$ cat config.mk
export PLATFORM = sky130hd
export DESIGN_NAME = afc_minmax
export DESIGN_NICKNAME = d
export VERILOG_FILES = /design/src/hw/rtl/afc_pkg.sv /design/src/hw/rtl/afc_minmax.sv
export SDC_FILE = /design/constraint.sdc
export NUM_CORES = 1
export LEC_CHECK = 0
export ABC_AREA = 1
export BUFFER_PORTS_ARGS = -buffer_cell sky130_fd_sc_hd__buf_2
export CAP_MARGIN = 0
export CORE_UTILIZATION = 54
export CTS_CLUSTER_DIAMETER = 100
export DETAILED_ROUTE_END_ITERATION = 16
export GPL_ROUTABILITY_DRIVEN = 1
export PLACE_DENSITY = 0.84
export SLEW_MARGIN = 20
export SYNTH_ARGS = -nofsm -noshare
export SYNTH_HDL_FRONTEND = slang
export SYNTH_SLANG_ARGS = --single-unit
$ cat constraint.sdc
create_clock -name clk_i -period 3.2 [get_ports clk_i]
set_input_delay 0.32 -clock clk_i [delete_from_list [all_inputs] [get_ports clk_i]]
set_output_delay 0.32 -clock clk_i [all_outputs]
set_load 0.02 [all_outputs]
$ cat src/hw/rtl/afc_pkg.sv
// Shared constants, types and reset values for the box culling pipeline.
package afc_pkg;

  localparam int FRAC_BITS = 16;
  localparam int WORD_W    = 32;
  localparam int PROD_W    = 2 * WORD_W;
  localparam int SHP_W     = PROD_W - FRAC_BITS;
  localparam int CLIP_W    = SHP_W + 2;
  localparam int QUO_W     = WORD_W - 1;
  localparam int INT_SHIFT = QUO_W - FRAC_BITS;
  localparam int NUM_REGS  = 8;
  localparam int IDX_W     = 8;
  localparam int CFG_W     = 2 * WORD_W;
  localparam int AXES      = 3;
  localparam int ROWS      = 4;

  typedef logic signed [WORD_W-1:0] word_t;
  typedef logic signed [CLIP_W-1:0] clip_t;

  // Control that travels with each corner through the pipeline.
  typedef struct packed {
    logic valid;
    logic first;
    logic last;
  } tag_t;

  localparam logic [CFG_W-1:0] ONE_LO = CFG_W'(1) << FRAC_BITS;
  localparam logic [CFG_W-1:0] ONE_HI = ONE_LO << WORD_W;

  localparam logic [CFG_W-1:0] REG_RESET [NUM_REGS] = '{
    ONE_LO, '0, ONE_HI, '0, '0, ONE_LO, '0, ONE_HI
  };

  localparam word_t FIX_ONE  = word_t'(1) <<< FRAC_BITS;
  localparam word_t FIX_MONE = -FIX_ONE;
  localparam word_t FIX_ZERO = '0;
  localparam word_t SAT_POS  = {1'b0, {(WORD_W-1){1'b1}}};
  localparam word_t SAT_NEG  = {1'b1, {(WORD_W-1){1'b0}}};

endpackage

$ cat src/hw/rtl/afc_minmax.sv
// Projected box accumulation, overlap test and output register.
module afc_minmax (
  input  logic                 clk_i,
  input  logic                 rst_ni,
  input  afc_pkg::word_t       n_i [afc_pkg::AXES],
  input  afc_pkg::tag_t        tag_i,
  output logic                 adv_o,
  output logic                 out_valid_o,
  input  logic                 out_stall_i,
  output logic                 visible_o
);

  afc_pkg::word_t lo_q [afc_pkg::AXES];
  afc_pkg::word_t hi_q [afc_pkg::AXES];
  logic           fin_q;
  logic           out_valid_q;
  logic           vis_q;
  logic           vis;

  assign adv_o = !out_valid_q || !out_stall_i;

  assign vis = (lo_q[0] <= afc_pkg::FIX_ONE) && (hi_q[0] >= afc_pkg::FIX_MONE)
            && (lo_q[1] <= afc_pkg::FIX_ONE) && (hi_q[1] >= afc_pkg::FIX_MONE)
            && (lo_q[2] <= afc_pkg::FIX_ONE) && (hi_q[2] >= afc_pkg::FIX_ZERO);

  always_ff @(posedge clk_i or negedge rst_ni) begin
    if (!rst_ni) begin
      fin_q       <= 1'b0;
      out_valid_q <= 1'b0;
    end else if (adv_o) begin
      fin_q       <= tag_i.valid && tag_i.last;
      out_valid_q <= fin_q;
    end
  end

  always_ff @(posedge clk_i) begin
    if (adv_o) begin
      if (tag_i.valid) begin
        for (int k = 0; k < afc_pkg::AXES; k++) begin
          if (tag_i.first || (n_i[k] < lo_q[k])) begin
            lo_q[k] <= n_i[k];
          end
          if (tag_i.first || (n_i[k] > hi_q[k])) begin
            hi_q[k] <= n_i[k];
          end
        end
      end
      if (fin_q) begin
        vis_q <= vis;
      end
    end
  end

  assign out_valid_o = out_valid_q;
  assign visible_o   = vis_q;

  a_box_ordered : assert property (@(posedge clk_i) disable iff (!rst_ni)
    fin_q |-> (lo_q[0] <= hi_q[0]) && (lo_q[1] <= hi_q[1]) && (lo_q[2] <= hi_q[2]))
    else $error("projected box has min above max");

endmodule

Word level (Yosys, flattened, before mapping)
Memories as Yosys holds them, arrays and structs flattened. Index checks and enable logic that the tools add are counted.

Register bits: 3. Bits in writable memories: 192. Input port bits: 102. Output and inout port bits: 3. Word-level logic and storage cells: 57. Memories kept: 2.

Memory list: hi_q (words 3, width 32, rd ports 3, clocked after memory_dff 0, wr ports 3, RTL line afc_minmax.sv:14) `afc_pkg::word_t hi_q [afc_pkg::AXES];`; lo_q (words 3, width 32, rd ports 3, clocked after memory_dff 0, wr ports 3, RTL line afc_minmax.sv:13) `afc_pkg::word_t lo_q [afc_pkg::AXES];`.

$lt $le $gt $ge: 12. Multiplexer cells: 24. Reduce and logical (&&, ||, !) cells: 16.

Operators by type and width (count): $gt A32 B32 Y1 (3); $le A32 B18 Y1 const B (3); $lt A32 B32 Y1 (3); $ge A32 B17 Y1 const B (2); $ge A32 B1 Y1 const B (1); $mux W1 (24); $logic_or A1 B1 Y1 (7); $logic_and A1 B1 Y1 (6); $logic_not A1 Y1 (2); $reduce_and A2 Y1 (1).

Logic depth before layout (Yosys ltp)
Word-level depth: 6. Gate-level depth with buffers: 16. Gate-level depth less buffers: 16.

Worst setup path after synthesis
No wires, ideal clock.

Kind: reg-to-reg. Start point: memory hi_q[0][63] in the netlist's numbering. End point: memory hi_q[0][32] in the netlist's numbering (enable). Library setup time: 432 ps. Data arrival time: 2895 ps. Data required time: 2768 ps. Setup slack: -126 ps. Cell stages (with the launch flop): 11. Path buffers: 0. Period minus slack after synthesis: 3326 ps. Cell sequence: edfxtp_1 -> inv_1 -> ha_1 -> a21oi_1 -> o21a_1 -> nand2_1 -> a21oi_1 -> nand2_1 -> nand2_1 -> nand3_1 -> a21oi_1.

RTL lines (RTL line): from (decl) (afc_minmax.sv:14).

==> flow_summary.yaml <==
finish:
  finalNetCount: 1525
  syn2layout_area_growth_pct: 13.6
  final_cells: 1518
  drive_gt1_frac: 0.133
floorplan:
  die_w_um: 147
  start_util: 0.555
  dieArea_sq_um: 21500
  rows: 52
  coreArea_sq_um: 20400
  die_y_um: 147
  ios: 105
clock_network:
  cts_buffer_depth: 2
  cts_setup_buffers: 0
  cts_made_buffers: 17
  cts_hold_buf: 1
  insertion_delay_ps: 430
  htree_levels: 4
  cts_resized: 0
  cts_sinks: 195
  tritoncts: "built"
  path_clk_slew_ps: 70
  ctsRootBufferMaster: "clkbuf_16"
yosys:
  synth_edf_count: 193
  synthCells: 1101
  netlist_top_cells_area: "edfxtp_1, ha_1, inv_1"
  synth_common_cells: "inv_1, nand2_1, edfxtp_1"
  synth_top_area_share: 0.513
  syn_nets: 1392
  ys.flop_type: "edfxtp_1"
  synthDistinctLibCells: 28
  ys_ff_latch: 195
  synth_largest_area_cell: "edfxtp_1"
  avgSynthCellArea_sq_um: 10.3
  netlist_area_sq_um: 11300
  yosysWarnings: 0
  yosysMostFrequentCell: "inv_1"
  synth-seq-area-share: 0.517
  synthArstFlopShare: 0.0103
setup_path:
  cp_max_fo: 32
  end_kind: "register"
  crit_arrival_ps: 2640
  cp-start-kind: "register"
  critical_path_required_ps: 3280
  crit_type: "register to register"
detailed_routing:
  dr.pass1.iters: 5
  avgViaCountPerCell: 5.23
  routed_wirelength_um: 22700
  drtIter0Drc: 514
  routedWlPerCell_um: 15.0
  drc_errors: 0
  ant_nets: 0
  num_vias: 7942
power:
  power_leakage_nw: 6.17
  sw_frac_of_total: 0.268
  ir_worst_vdd_mv: 0.369
  switchingPower_w: 0.00166
  p_clk_frac: 0.322
  intPower_w: 0.00453
  combPwrFrac: 0.172
  power_density_nw_per_um2: 482
  p_seq_frac: 0.506
sta:
  fmax_ghz: 0.390
  period_share: 0.800
  finalHoldViolCount: 0
  min_period_ps: 2560
  setup_viol: 0
  rsz0062_at_grt: "false"
  drv_slew: 0
  fin_hold_ws_ps: 111
  tightest_slew_ps: 579
  slew_headroom: 0.613
  finClkSkew_ps: 8.76
  setup_tns_ps: 0
placement:
  gp_congestion: 0.848
  io_buffers: 104
  dp_cells: 1484
  post-dp-hpwl_um: 17700
hold_path:
  hold_class: "primary input to register"
global_routing:
  grt_pass1_vias: 8234
  overflow: 0
  grt_start_max_net_pins: 33
  grt_pass1_wl_um: 38200
  antenna_found_initial: 1
  track_usage: 0.225
outcome:
  outcome: "complete, no violations"
flow_run:
  drv_cap: 0
## registers in the layout (all words and copies together) (netlist names)
register,cells
lo_q,96
out_valid_o,1
fin_q,1
visible_o,1
hi_q,96
## stage by stage
stage | power, W | cell area (sq um) | setup slack (ps) | utilization
2_1_floorplan | 0.00385 | 11300 | 102 | -
3_3_place_gp | 0.00416 | 12300 | 716 | 0.603
3_5_place_dp | 0.00424 | 12300 | 611 | 0.603
4_1_cts | 0.00623 | 12800 | 657 | 0.630
5_1_grt | 0.00652 | 12800 | 479 | 0.630
6_report | 0.00619 | 12800 | 639 | 0.630
## power by group through the flow
stage	Sequential (W)	Combinational, W	Clock [W]
after floorplan	0.00318	0.000673	0
after global placement	0.00317	0.000986	0
after detailed placement	0.00318	0.00106	0
after CTS	0.00313	0.00107	0.00203
after global routing	0.00315	0.00123	0.00214
final	0.00313	0.00106	0.00199
## final cells by class
class	instances	area, sq um
flip-flops and latches	195	5850
repair buffers	114	611
inverters	237	892
clock buffers	19	433
fillers	1557	7530
multi-input cells	669	4600
well taps	270	338
clock inverters	13	111
diodes	1	2.50
## per-layer routing
metal / wire, um / vias up / part of all wire / track usage
met5: 0 / - / 0 / 0
met4: 462 / 0 / 0.020 / 0.0740
met3: 1140 / 37 / 0.050 / 0.0422
met2: 11200 / 189 / 0.50 / 0.391
met1: 9860 / 3689 / 0.43 / 0.282
li1: - / 4027 / - / -
## cell usage in the layout, fill, tap and decap left out, drive strengths merged, types with 9 or more instances in the layout
master	instances
ha	189
nand2	199
o21ai	24
nand4	22
a21oi	94
clkbuf	19
nand3	30
nor2	67
nor3	9
inv	236
edfxtp	193
clkinv	12
buf	113
nor4	23
## worst paths after layout
path	depth (start not counted)	startpoint	endpoint	slack, ps
setup / recovery	12	hi_q[0][21]$_DFFE_PP_	hi_q[0][16]$_DFFE_PP_	640
min in group asynchronous	2	rst_ni	fin_q$_DFFE_PN0N_	220
max in group asynchronous	2	rst_ni	out_valid_o$_DFFE_PN0N_	2880
setup reg to reg	12	hi_q[0][21]$_DFFE_PP_	hi_q[0][16]$_DFFE_PP_	640
hold reg to reg	2	fin_q$_DFFE_PN0N_	out_valid_o$_DFFE_PN0N_	500
hold / removal	1	n_i[64]	lo_q[0][0]$_DFFE_PP_	110
## critical path, stage by stage (launching register included)
cell      delay (ps)
edfxtp_1         360
inv_1             90
ha_1             240
a21oi_1          150
nor2_1            50
nor2_1           100
nand3_1          120
a21oi_1          260
nand2_1          100
nand2_1           60
nand3_1          110
a21oi_4          140
buf_4            410
## cells by family (layout without fill, tap and decap cells)
family | Yosys count | after routing | share of synthesized area
fa+ha+maj | 189 | 189 | 0.209
flops | 195 | 195 | 0.517
buf+inv | 237 | 383 | 0.0790
compound gates | 126 | 126 | 0.0583
simple gates | 354 | 354 | 0.136
other cells | 0 | 1 | 0
(Power assumes the default switching activity.)
