**src/hw/rtl/afc_pkg.sv**
```systemverilog
// Shared constants, types and reset values for the box culling pipeline.
package afc_pkg;

  localparam int FRAC_BITS = 16;
  localparam int WORD_W    = 32;
  localparam int PROD_W    = 2 * WORD_W;
  localparam int SHP_W     = PROD_W - FRAC_BITS;
  localparam int CLIP_W    = SHP_W + 2;
  localparam int QUO_W     = WORD_W - 1;
  localparam int INT_SHIFT = QUO_W - FRAC_BITS;
  localparam int NUM_REGS  = 8;
  localparam int IDX_W     = 8;
  localparam int CFG_W     = 2 * WORD_W;
  localparam int AXES      = 3;
  localparam int ROWS      = 4;

  typedef logic signed [WORD_W-1:0] word_t;
  typedef logic signed [CLIP_W-1:0] clip_t;

  // Control that travels with each corner through the pipeline.
  typedef struct packed {
    logic valid;
    logic first;
    logic last;
  } tag_t;

  localparam logic [CFG_W-1:0] ONE_LO = CFG_W'(1) << FRAC_BITS;
  localparam logic [CFG_W-1:0] ONE_HI = ONE_LO << WORD_W;

  localparam logic [CFG_W-1:0] REG_RESET [NUM_REGS] = '{
    ONE_LO, '0, ONE_HI, '0, '0, ONE_LO, '0, ONE_HI
  };

  localparam word_t FIX_ONE  = word_t'(1) <<< FRAC_BITS;
  localparam word_t FIX_MONE = -FIX_ONE;
  localparam word_t FIX_ZERO = '0;
  localparam word_t SAT_POS  = {1'b0, {(WORD_W-1){1'b1}}};
  localparam word_t SAT_NEG  = {1'b1, {(WORD_W-1){1'b0}}};

endpackage

```
**src/hw/rtl/afc_corner.sv**
```systemverilog
// Box capture and corner sequencer: one box in, eight corners out.
module afc_corner (
  input  logic                 clk_i,
  input  logic                 rst_ni,
  input  logic                 adv_i,
  input  logic                 in_valid_i,
  output logic                 in_stall_o,
  input  afc_pkg::word_t       min_x_i,
  input  afc_pkg::word_t       min_y_i,
  input  afc_pkg::word_t       min_z_i,
  input  afc_pkg::word_t       max_x_i,
  input  afc_pkg::word_t       max_y_i,
  input  afc_pkg::word_t       max_z_i,
  output afc_pkg::word_t       corner_o [afc_pkg::AXES],
  output afc_pkg::tag_t        tag_o
);

  afc_pkg::word_t lo_q [afc_pkg::AXES];
  afc_pkg::word_t hi_q [afc_pkg::AXES];
  afc_pkg::word_t v_q  [afc_pkg::AXES];
  afc_pkg::tag_t  tag_q;
  logic [2:0]     cnt_q, cnt_d;
  logic           busy_q, busy_d;
  logic           accept;

  assign in_stall_o = !adv_i || (busy_q && (cnt_q != 3'd7));
  assign accept     = in_valid_i && !in_stall_o;

  always_comb begin
    busy_d = busy_q;
    cnt_d  = cnt_q;
    if (adv_i) begin
      if (accept) begin
        busy_d = 1'b1;
        cnt_d  = '0;
      end else if (busy_q) begin
        cnt_d = cnt_q + 3'd1;
        if (cnt_q == 3'd7) begin
          busy_d = 1'b0;
        end
      end
    end
  end

  always_ff @(posedge clk_i or negedge rst_ni) begin
    if (!rst_ni) begin
      busy_q <= 1'b0;
      cnt_q  <= '0;
      tag_q  <= '0;
    end else begin
      busy_q <= busy_d;
      cnt_q  <= cnt_d;
      if (adv_i) begin
        tag_q <= '{valid: busy_q, first: (cnt_q == 3'd0), last: (cnt_q == 3'd7)};
      end
    end
  end

  always_ff @(posedge clk_i) begin
    if (accept) begin
      lo_q[0] <= min_x_i;
      lo_q[1] <= min_y_i;
      lo_q[2] <= min_z_i;
      hi_q[0] <= max_x_i;
      hi_q[1] <= max_y_i;
      hi_q[2] <= max_z_i;
    end
    if (adv_i) begin
      for (int j = 0; j < afc_pkg::AXES; j++) begin
        v_q[j] <= cnt_q[j] ? hi_q[j] : lo_q[j];
      end
    end
  end

  assign corner_o = v_q;
  assign tag_o    = tag_q;

  a_accept_blocks_next : assert property (@(posedge clk_i) disable iff (!rst_ni)
    accept |=> in_stall_o)
    else $error("box accepted while previous corners still pending");

  // A held stall keeps the sequencer at its first corner, so only a moving
  // pipeline ties that state to an accept in the previous cycle.
  a_first_after_accept : assert property (@(posedge clk_i) disable iff (!rst_ni)
    (busy_q && cnt_q == 3'd0 && $past(adv_i)) |-> $past(accept))
    else $error("corner sequence started without an accepted box");

endmodule

```
**config.mk**
```make
export PLATFORM = sky130hd
export DESIGN_NAME = afc_corner
export DESIGN_NICKNAME = d
export VERILOG_FILES = /design/src/hw/rtl/afc_pkg.sv /design/src/hw/rtl/afc_corner.sv
export SDC_FILE = /design/constraint.sdc
export NUM_CORES = 1
export LEC_CHECK = 0
export BUFFER_PORTS_ARGS = -buffer_cell sky130_fd_sc_hd__buf_2
export CORE_MARGIN = 3
export CORE_UTILIZATION = 30
export CTS_CLUSTER_SIZE = 12
export DETAILED_ROUTE_END_ITERATION = 6
export PLACE_DENSITY = 0.61
export SLEW_MARGIN = 10
export SYNTH_ARGS = -nofsm -noshare
export SYNTH_HDL_FRONTEND = slang
export SYNTH_SLANG_ARGS = --single-unit
```
**constraint.sdc**
```tcl
create_clock -name clk_i -period 11.7 [get_ports clk_i]
set_input_delay 0.585 -clock clk_i [delete_from_list [all_inputs] [get_ports clk_i]]
set_output_delay 0.585 -clock clk_i [all_outputs]
set_load 0.02 [all_outputs]
```
* Yosys cells after proc, flatten, opt, wreduce, memory -nomap -nowiden
Memory sizes are Yosys's and may differ from the RTL's. Cells that the tools add are included.
Storage, ports and cells: flip-flop bits (word level) 103, memory bits (writable) 192, input port bits 196, output and inout port bits 100, logic and storage cells 31, memories kept 2
Cells by class: add/sub/neg operators 1, equality and inequality tests 2, muxes and demuxes 10, reductions and logical operators 8
Memory list:
- hi_q | words 3, width 32, rd ports 3, clocked after Yosys merged registers in 0, write ports 3, line afc_corner.sv:19 | afc_pkg::word_t hi_q [afc_pkg::AXES];
- lo_q | words 3, width 32, rd ports 3, clocked after Yosys merged registers in 0, write ports 3, line afc_corner.sv:18 | afc_pkg::word_t lo_q [afc_pkg::AXES];
Operators with widths (count):
- $mux W32 | 3
- $mux W3 | 2
- $mux W1 | 5
- $add A3 B1 Y3 const B | 1
- $eq A3 B3 Y1 const B | 1
- $logic_not A3 Y1 | 1
- $ne A3 B3 Y1 const B | 1
- $logic_and A1 B1 Y1 | 2
- $logic_not A1 Y1 | 2
- $reduce_and A2 Y1 | 1
- $reduce_bool A2 Y1 | 1
- $logic_or A1 B1 Y1 | 1

* Logic depth before layout (Yosys ltp)
Gate-level depths: netlist of the first run.
word-level depth 7, mapped depth 6, depth with buffers taken out 4

* Worst setup path before layout of the first run
Ideal clock, no wire load.
path type input to register, start input adv_i, end memory hi_q[0][0] (netlist bit), enable pin, library setup time 748 ps, arrival time 9104 ps, data required time 10952 ps, setup slack 1849 ps, stages on the path 3, path buffers 1, cell sequence clkbuf_2 -> o21ai_0 -> nor2_1
RTL lines:
- start, declared | line afc_corner.sv:5 | input logic adv_i,
- end, declared | line afc_corner.sv:19

==> results of run 1 <==
-- sequential cells by signal (all words and copies together) (netlist names) --
signal / cells
lo_q: 96
cnt_q: 3
tag_o: 3
hi_q: 96
busy_q: 1
corner_o: 96
-- Yosys cell counts, drive strengths merged --
cell type / n / area, um2
nand3b: 1 / 7.51
a21oi: 1 / 8.76
inv: 7 / 26.3
buf: 12 / 204
ha: 3 / 37.5
o21ai: 5 / 25.0
nor2: 1 / 3.75
nand2: 2 / 7.51
mux2: 97 / 1410
clkbuf: 1 / 5.00
a22o: 3 / 30.0
edfxtp: 288 / 8650
dfrtp: 7 / 175
-- how the worst max path moves through the flow --
stage | from | to | slack [ns] | cells past startpoint
after floorplan | adv_i | hi_q[0][0]$_DFFE_PP_ | 1.85 | 3
after global placement | adv_i | hi_q[0][44]$_DFFE_PP_ | 8.04 | 4
after detailed placement | adv_i | hi_q[0][89]$_DFFE_PP_ | 7.92 | 4
after CTS | adv_i | hi_q[0][11]$_DFFE_PP_ | 8.50 | 4
after global routing | adv_i | lo_q[0][37]$_DFFE_PP_ | 8.29 | 4
final | adv_i | lo_q[0][37]$_DFFE_PP_ | 8.57 | 4
-- cell families after synthesis --
group | share of synthesized area
AOI/OAI and AO/OA | 0.00603
adders and majority gates | 0.00354
buffers and inverters | 0.0222
DFF | 0.833
muxes | 0.133
and+or+nand+nor | 0.00177
-- what timing repair did --
action	4_1_cts	5_1_grt
setup buffers	0	0
hold buffers	1	0
endpoints found under the hold margin	7	0
resized for setup	0	0
-- layout make-up --
cell class / count / area share
clock buffer: 47 / 0.0728
clock inverter: 11 / 0.0112
multi-input combinational: 113 / 0.113
sequential: 295 / 0.647
inverter: 7 / 0.00193
timing repair buffer: 302 / 0.112
antenna: 1 / 0.000183
tap: 455 / 0.0417
-- per-stage QoR --
stage,util,setup slack (ns),instances
2_1_floorplan,-,1.85,428
3_3_place_gp,0.361,8.04,1171
3_5_place_dp,0.361,7.92,1171
4_1_cts,0.394,8.50,1230
5_1_grt,0.394,8.29,1231
6_report,0.394,8.57,1231
-- power groups by stage --
stage	Combinational (uW)	Clock [uW]	Sequential, uW
2_1_floorplan	311	0	1430
3_3_place_gp	484	0	1350
3_5_place_dp	490	0	1350
4_1_cts	492	1110	1330
5_1_grt	513	1160	1340
6_report	478	1070	1330
-- routing by layer --
| metal | wire [um] | vias up | global-route usage |
|---|---|---|---|
| met5 | 0 | - | 0 |
| met3 | 1320 | 48 | 0.0295 |
| met1 | 8650 | 2432 | 0.136 |
| li1 | - | 2360 | - |
| met4 | 727 | 0 | 0.0543 |
| met2 | 10600 | 182 | 0.185 |
==> results.json, run 1 <==
{
  "drt-total-wl_um": 21300,
  "initial_utilization": 0.306,
  "post_drt_via_cell_ratio": 4.08,
  "dp_hpwl_um": 14400,
  "mappedNetlistArea_mm2": 0.0106,
  "grt.total_usage": 0.112,
  "internal_power_uw": 2210,
  "cp-start-kind": "input port",
  "dr.pass1.iters": 4,
  "worst_path_dominant_cell_family": "buffers and inverters",
  "fin_worst_hold_slack_ns": 0.244,
  "chipWidth_um": 194,
  "dpl_cell_area_mm2": 0.0125,
  "clkLatencyLatePin_ns": 0.51,
  "final_number_of_hold_violating_endpoints": 0,
  "post_detailed_route_wirelength_per_cell_um": 17.3,
  "min_path_type": "input port to flip-flop",
  "combPwrFrac": 0.166,
  "multiInputGateArea_mm2": 0.00154,
  "timing.setup.critical_path_class": "input port to flip-flop",
  "setup_viol_count_final": 0,
  "tightest_slew_ns": 1.04,
  "area_growth_syn_to_layout_pct": 28.8,
  "tritoncts_num_sinks": 295,
  "timing.max_slew.rel_slack": 0.309,
  "boundaryPins": 296,
  "drtAntennaViolNets": 0,
  "register_area_mm2": 0.00883,
  "initial_antenna_violation_count": 1,
  "worst_r2r_startpoint": "cnt_q[0]$_DFFE_PN0P_",
  "h_tree_levels": 2,
  "iter_0_drt_violations": 199,
  "power-per-cell-area_mw_per_mm2": 211,
  "ir_worst_vdd_mv": 0.121,
  "fmax_mhz": 320,
  "grt_max_degree": 83,
  "final-max-slew-violation-count": 0,
  "layout_commonest_cell": "sky130_fd_sc_hd__buf_2",
  "r2r.worst_path.cells": 5,
  "rsz_0062_raised_after_global_routing": "false",
  "timing.reg2reg.setup_slack_ns": 8.69,
  "sw_frac_of_total": 0.234,
  "cell_variety_after_synth": 16,
  "worst-path-buf-inv": 2,
  "global_route_wire_length_before_repair_um": 31700,
  "outcome": "complete, no violations",
  "totalPowerFinal_uw": 2880,
  "period_minus_slack_ns": 3.13,
  "final_layout_size_suffix_gt1_frac": 0.585,
  "tritoncts.num_buffers": 34,
  "worst_path_max_delay_cell": "sky130_fd_sc_hd__buf_4",
  "cts_root_buffer": "sky130_fd_sc_hd__clkbuf_16",
  "crit_arrival_ns": 3.26,
  "layout.cell_area.non_filler_mm2": 0.0136,
  "worst_hold_startpoint": "min_z_i[9]",
  "dr_total_vias": 5022,
  "synth-seq-cells": 295,
  "kind_of_end_point_of_the_critical_path": "flip-flop",
  "share_seq_of_total_power": 0.462,
  "placement_rows": 68,
  "timing.max_cap.violations": 0,
  "yosysWarnings": 0,
  "die-area_mm2": 0.0376,
  "clock_power_share": 0.372,
  "maximum_cell_stage_delay_along_the_critical_path_ns": 0.90,
  "final_net_count": 952,
  "mostFrequentLayoutCells": "sky130_fd_sc_hd__buf_2, sky130_fd_sc_hd__edfxtp_1, sky130_fd_sc_hd__mux2_4",
  "fillers": 3153,
  "worst-endpoint-required_ns": 11.83,
  "tritoncts": "yes",
  "worstPathCellList": "buf_4 > o21ai_0 > nor2_4 > buf_4",
  "critPathMostFrequentCell": "sky130_fd_sc_hd__buf_4",
  "critical_path_peak_fanout": 82,
  "routability_driven_placement_congestion_ratio": 0.733,
  "first_global_vias": 5268,
  "clock-skew-final_ns": 0.0144,
  "ys_seq_area_frac": 0.833,
  "post-route-period-util": 0.267,
  "leak_pwr_uw": 0.00531,
  "hold-path-cell-count": 1,
  "switchingPower_uw": 672,
  "drc": 0,
  "reg2reg_to": "lo_q[0][37]$_DFFE_PP_",
  "synth_fp_nets": 627,
  "cts_buffer_depth": 3,
  "post_synth.cell_area_avg_um2": 24.7,
  "final.setup.tns_ns": 0,
  "synth_cells": 428,
  "grt_overflow_total": 0,
  "coreArea_mm2": 0.0346,
  "clk_pin_slew_worst_paths_ns": 0.06,
  "hold_path_end": "lo_q[0][73]$_DFFE_PP_",
  "die_height_um": 194,
  "io_buffers": 295
}
No activity file was read; power rests on OpenSTA's default activity.
==> run 2, diff against run 1 <==
- PLACE_DENSITY: 0.61 -> 0.63
- clock period: 11.7 -> 2.74 ns (I/O delays scaled with it)
==> results.json, run 2 (synthesized netlist as in run 1, its figures left out) <==
{
  "outcome": "complete, no violations",
  "boundaryPins": 296,
  "grt_overflow_total": 0,
  "chipWidth_um": 194,
  "power-per-cell-area_mw_per_mm2": 763,
  "rsz_0062_raised_after_global_routing": "false",
  "dr_total_vias": 5866,
  "tritoncts_num_sinks": 295,
  "post_cts_resized": 0,
  "tightest_slew_ns": 0.834,
  "final_layout_size_suffix_gt1_frac": 0.464,
  "switchingPower_uw": 2870,
  "worst_slack_ns": 0.882,
  "final_cells": 1422,
  "tritoncts.num_buffers": 31,
  "worst_path_max_delay_cell": "sky130_fd_sc_hd__buf_4",
  "first_global_vias": 6489,
  "drt-total-wl_um": 24000,
  "clkLatencyLatePin_ns": 0.55,
  "grt_max_degree": 104,
  "die-area_mm2": 0.0376,
  "cts_buffer_depth": 3,
  "final.setup.tns_ns": 0,
  "combPwrFrac": 0.196,
  "timing.critical_path.to": "lo_q[0][52]$_DFFE_PP_",
  "final_net_count": 1146,
  "timing.setup.critical_path_class": "flip-flop to flip-flop",
  "timing.max_cap.violations": 0,
  "r2r.worst_path.cells": 5,
  "period_minus_slack_ns": 1.86,
  "critical_path_peak_fanout": 48,
  "drtAntennaViolNets": 0,
  "final_number_of_hold_violating_endpoints": 0,
  "clock_power_share": 0.320,
  "post_drt_via_cell_ratio": 4.13,
  "worst-endpoint-required_ns": 2.92,
  "crit_arrival_ns": 2.03,
  "initial_antenna_violation_count": 2,
  "post-cts-setup-buffer-count": 0,
  "iter_0_drt_violations": 213,
  "cts_root_buffer": "sky130_fd_sc_hd__clkbuf_16",
  "grtUsageMet2": 0.214,
  "timing.reg2reg.setup_slack_ns": 0.88,
  "sw_frac_of_total": 0.245,
  "die_height_um": 194,
  "initial_utilization": 0.306,
  "final-max-slew-violation-count": 0,
  "internal_power_uw": 8870,
  "setup_viol_count_final": 0,
  "global_route_wire_length_before_repair_um": 36400,
  "leak_pwr_uw": 0.00601,
  "worst_setup_path_startpoint": "cnt_q[0]$_DFFE_PN0P_",
  "dr.pass1.iters": 5,
  "grt_util_met1": 0.145,
  "worst_path_dominant_cell_family": "buffers and inverters",
  "grt.total_usage": 0.123,
  "dp.cells": 1173,
  "worstPathCellList": "ha_2 > ha_4 > o21ai_4 > nor2_4 > buf_4",
  "coreArea_mm2": 0.0346,
  "clock-skew-final_ns": 0.0121,
  "clk_pin_slew_worst_paths_ns": 0.06,
  "min_path_type": "input port to flip-flop",
  "fmax_mhz": 538,
  "tritoncts": "yes",
  "post_detailed_route_wirelength_per_cell_um": 16.9,
  "layout_commonest_cell": "sky130_fd_sc_hd__buf_2",
  "h_tree_levels": 1,
  "share_seq_of_total_power": 0.484,
  "globalRouteMet3Util": 0.0412,
  "dp_hpwl_um": 14400,
  "worst_r2r_startpoint": "cnt_q[0]$_DFFE_PN0P_",
  "ir_worst_vdd_mv": 0.541,
  "worst-path-buf-inv": 1,
  "post-route-period-util": 0.678,
  "routability_driven_placement_congestion_ratio": 0.745,
  "cp-start-kind": "flip-flop",
  "crit_cells": 5,
  "area_growth_syn_to_layout_pct": 45.4,
  "kind_of_end_point_of_the_critical_path": "flip-flop",
  "grt_most_used_layer": "met2",
  "cts_hold_buffers": 196,
  "drc": 0,
  "mostFrequentLayoutCells": "sky130_fd_sc_hd__buf_2, sky130_fd_sc_hd__edfxtp_1, sky130_fd_sc_hd__dlygate4sd3_1",
  "maximum_cell_stage_delay_along_the_critical_path_ns": 0.53,
  "dpl_worst_slack_ns": 0.901,
  "timing.max_slew.rel_slack": 0.444,
  "io_buffers": 295,
  "reg2reg_to": "lo_q[0][52]$_DFFE_PP_",
  "placement_rows": 68
}
## run 2: cell types whose count changed in the layout (fill, tap and decap cells not counted), moves of 2 or more
cell	before	now
sky130_fd_sc_hd__clkbuf_8	3	0
sky130_fd_sc_hd__bufinv_16	4	1
sky130_fd_sc_hd__clkbuf_16	37	31
sky130_fd_sc_hd__dlygate4sd3_1	1	196
sky130_fd_sc_hd__clkbuf_1	7	10
sky130_fd_sc_hd__clkinv_2	2	4
sky130_fd_sc_hd__ha_1	3	1
## run 2: cell type report
type / count / area (um2)
Timing Repair Buffer: 499 / 3510
Tap cell: 455 / 569
Sequential cell: 295 / 8830
Clock inverter: 11 / 76.3
Clock buffer: 41 / 813
Antenna cell: 1 / 2.50
Multi-Input combinational cell: 113 / 1570
Inverter: 7 / 26.3
Fill cell: 2905 / 19200
## run 2: how the worst min path moves through the flow
stage / startpoint / slack (ns) / end / cells after the start
after global routing: max_x_i[2] / 0.27 / hi_q[0][2]$_DFFE_PP_ / 2
after detailed placement: rst_ni / -0.007 / tag_o[2]$_DFFE_PN0P_ / 1
after floorplan: rst_ni / -0.16 / busy_q$_DFFE_PN0P_ / 0
after global placement: rst_ni / -0.02 / tag_o[2]$_DFFE_PN0P_ / 1
after CTS: min_x_i[26] / 0.25 / lo_q[0][26]$_DFFE_PP_ / 2
final: max_x_i[24] / 0.29 / hi_q[0][24]$_DFFE_PP_ / 2
## run 2: power groups by stage
| stage | combinational (uW) | sequential, uW | clock (uW) |
|---|---|---|---|
| after CTS | 2330 | 5690 | 3890 |
| after floorplan | 1350 | 6080 | 0 |
| after global placement | 2080 | 5760 | 0 |
| after global routing | 2450 | 5720 | 4070 |
| after detailed placement | 2110 | 5770 | 0 |
| final | 2300 | 5680 | 3760 |
## run 2: routing by layer
metal / part of all wire / vias up
met5: 0.00029 / -
met4: 0.034 / 2
met3: 0.074 / 57
met2: 0.49 / 212
met1: 0.40 / 2868
li1: - / 2727
## run 2: metrics by stage
stage | instance area [um2] | hold WS [ns] | power [uW] | util
2_1_floorplan | 10600 | -0.159 | 7430 | -
3_3_place_gp | 12500 | -0.0185 | 7840 | 0.362
3_5_place_dp | 12500 | -0.00668 | 7880 | 0.362
4_1_cts | 15400 | 0.245 | 11900 | 0.444
5_1_grt | 15400 | 0.269 | 12200 | 0.445
6_report | 15400 | 0.292 | 11700 | 0.445
## run 2: worst register-to-register path: stages (launching register included)
cell and delay (ns):
sky130_fd_sc_hd__dfrtp_2 0.36, sky130_fd_sc_hd__ha_2 0.19, sky130_fd_sc_hd__ha_4 0.16, sky130_fd_sc_hd__o21ai_4 0.06
sky130_fd_sc_hd__nor2_4 0.16, sky130_fd_sc_hd__buf_4 0.53
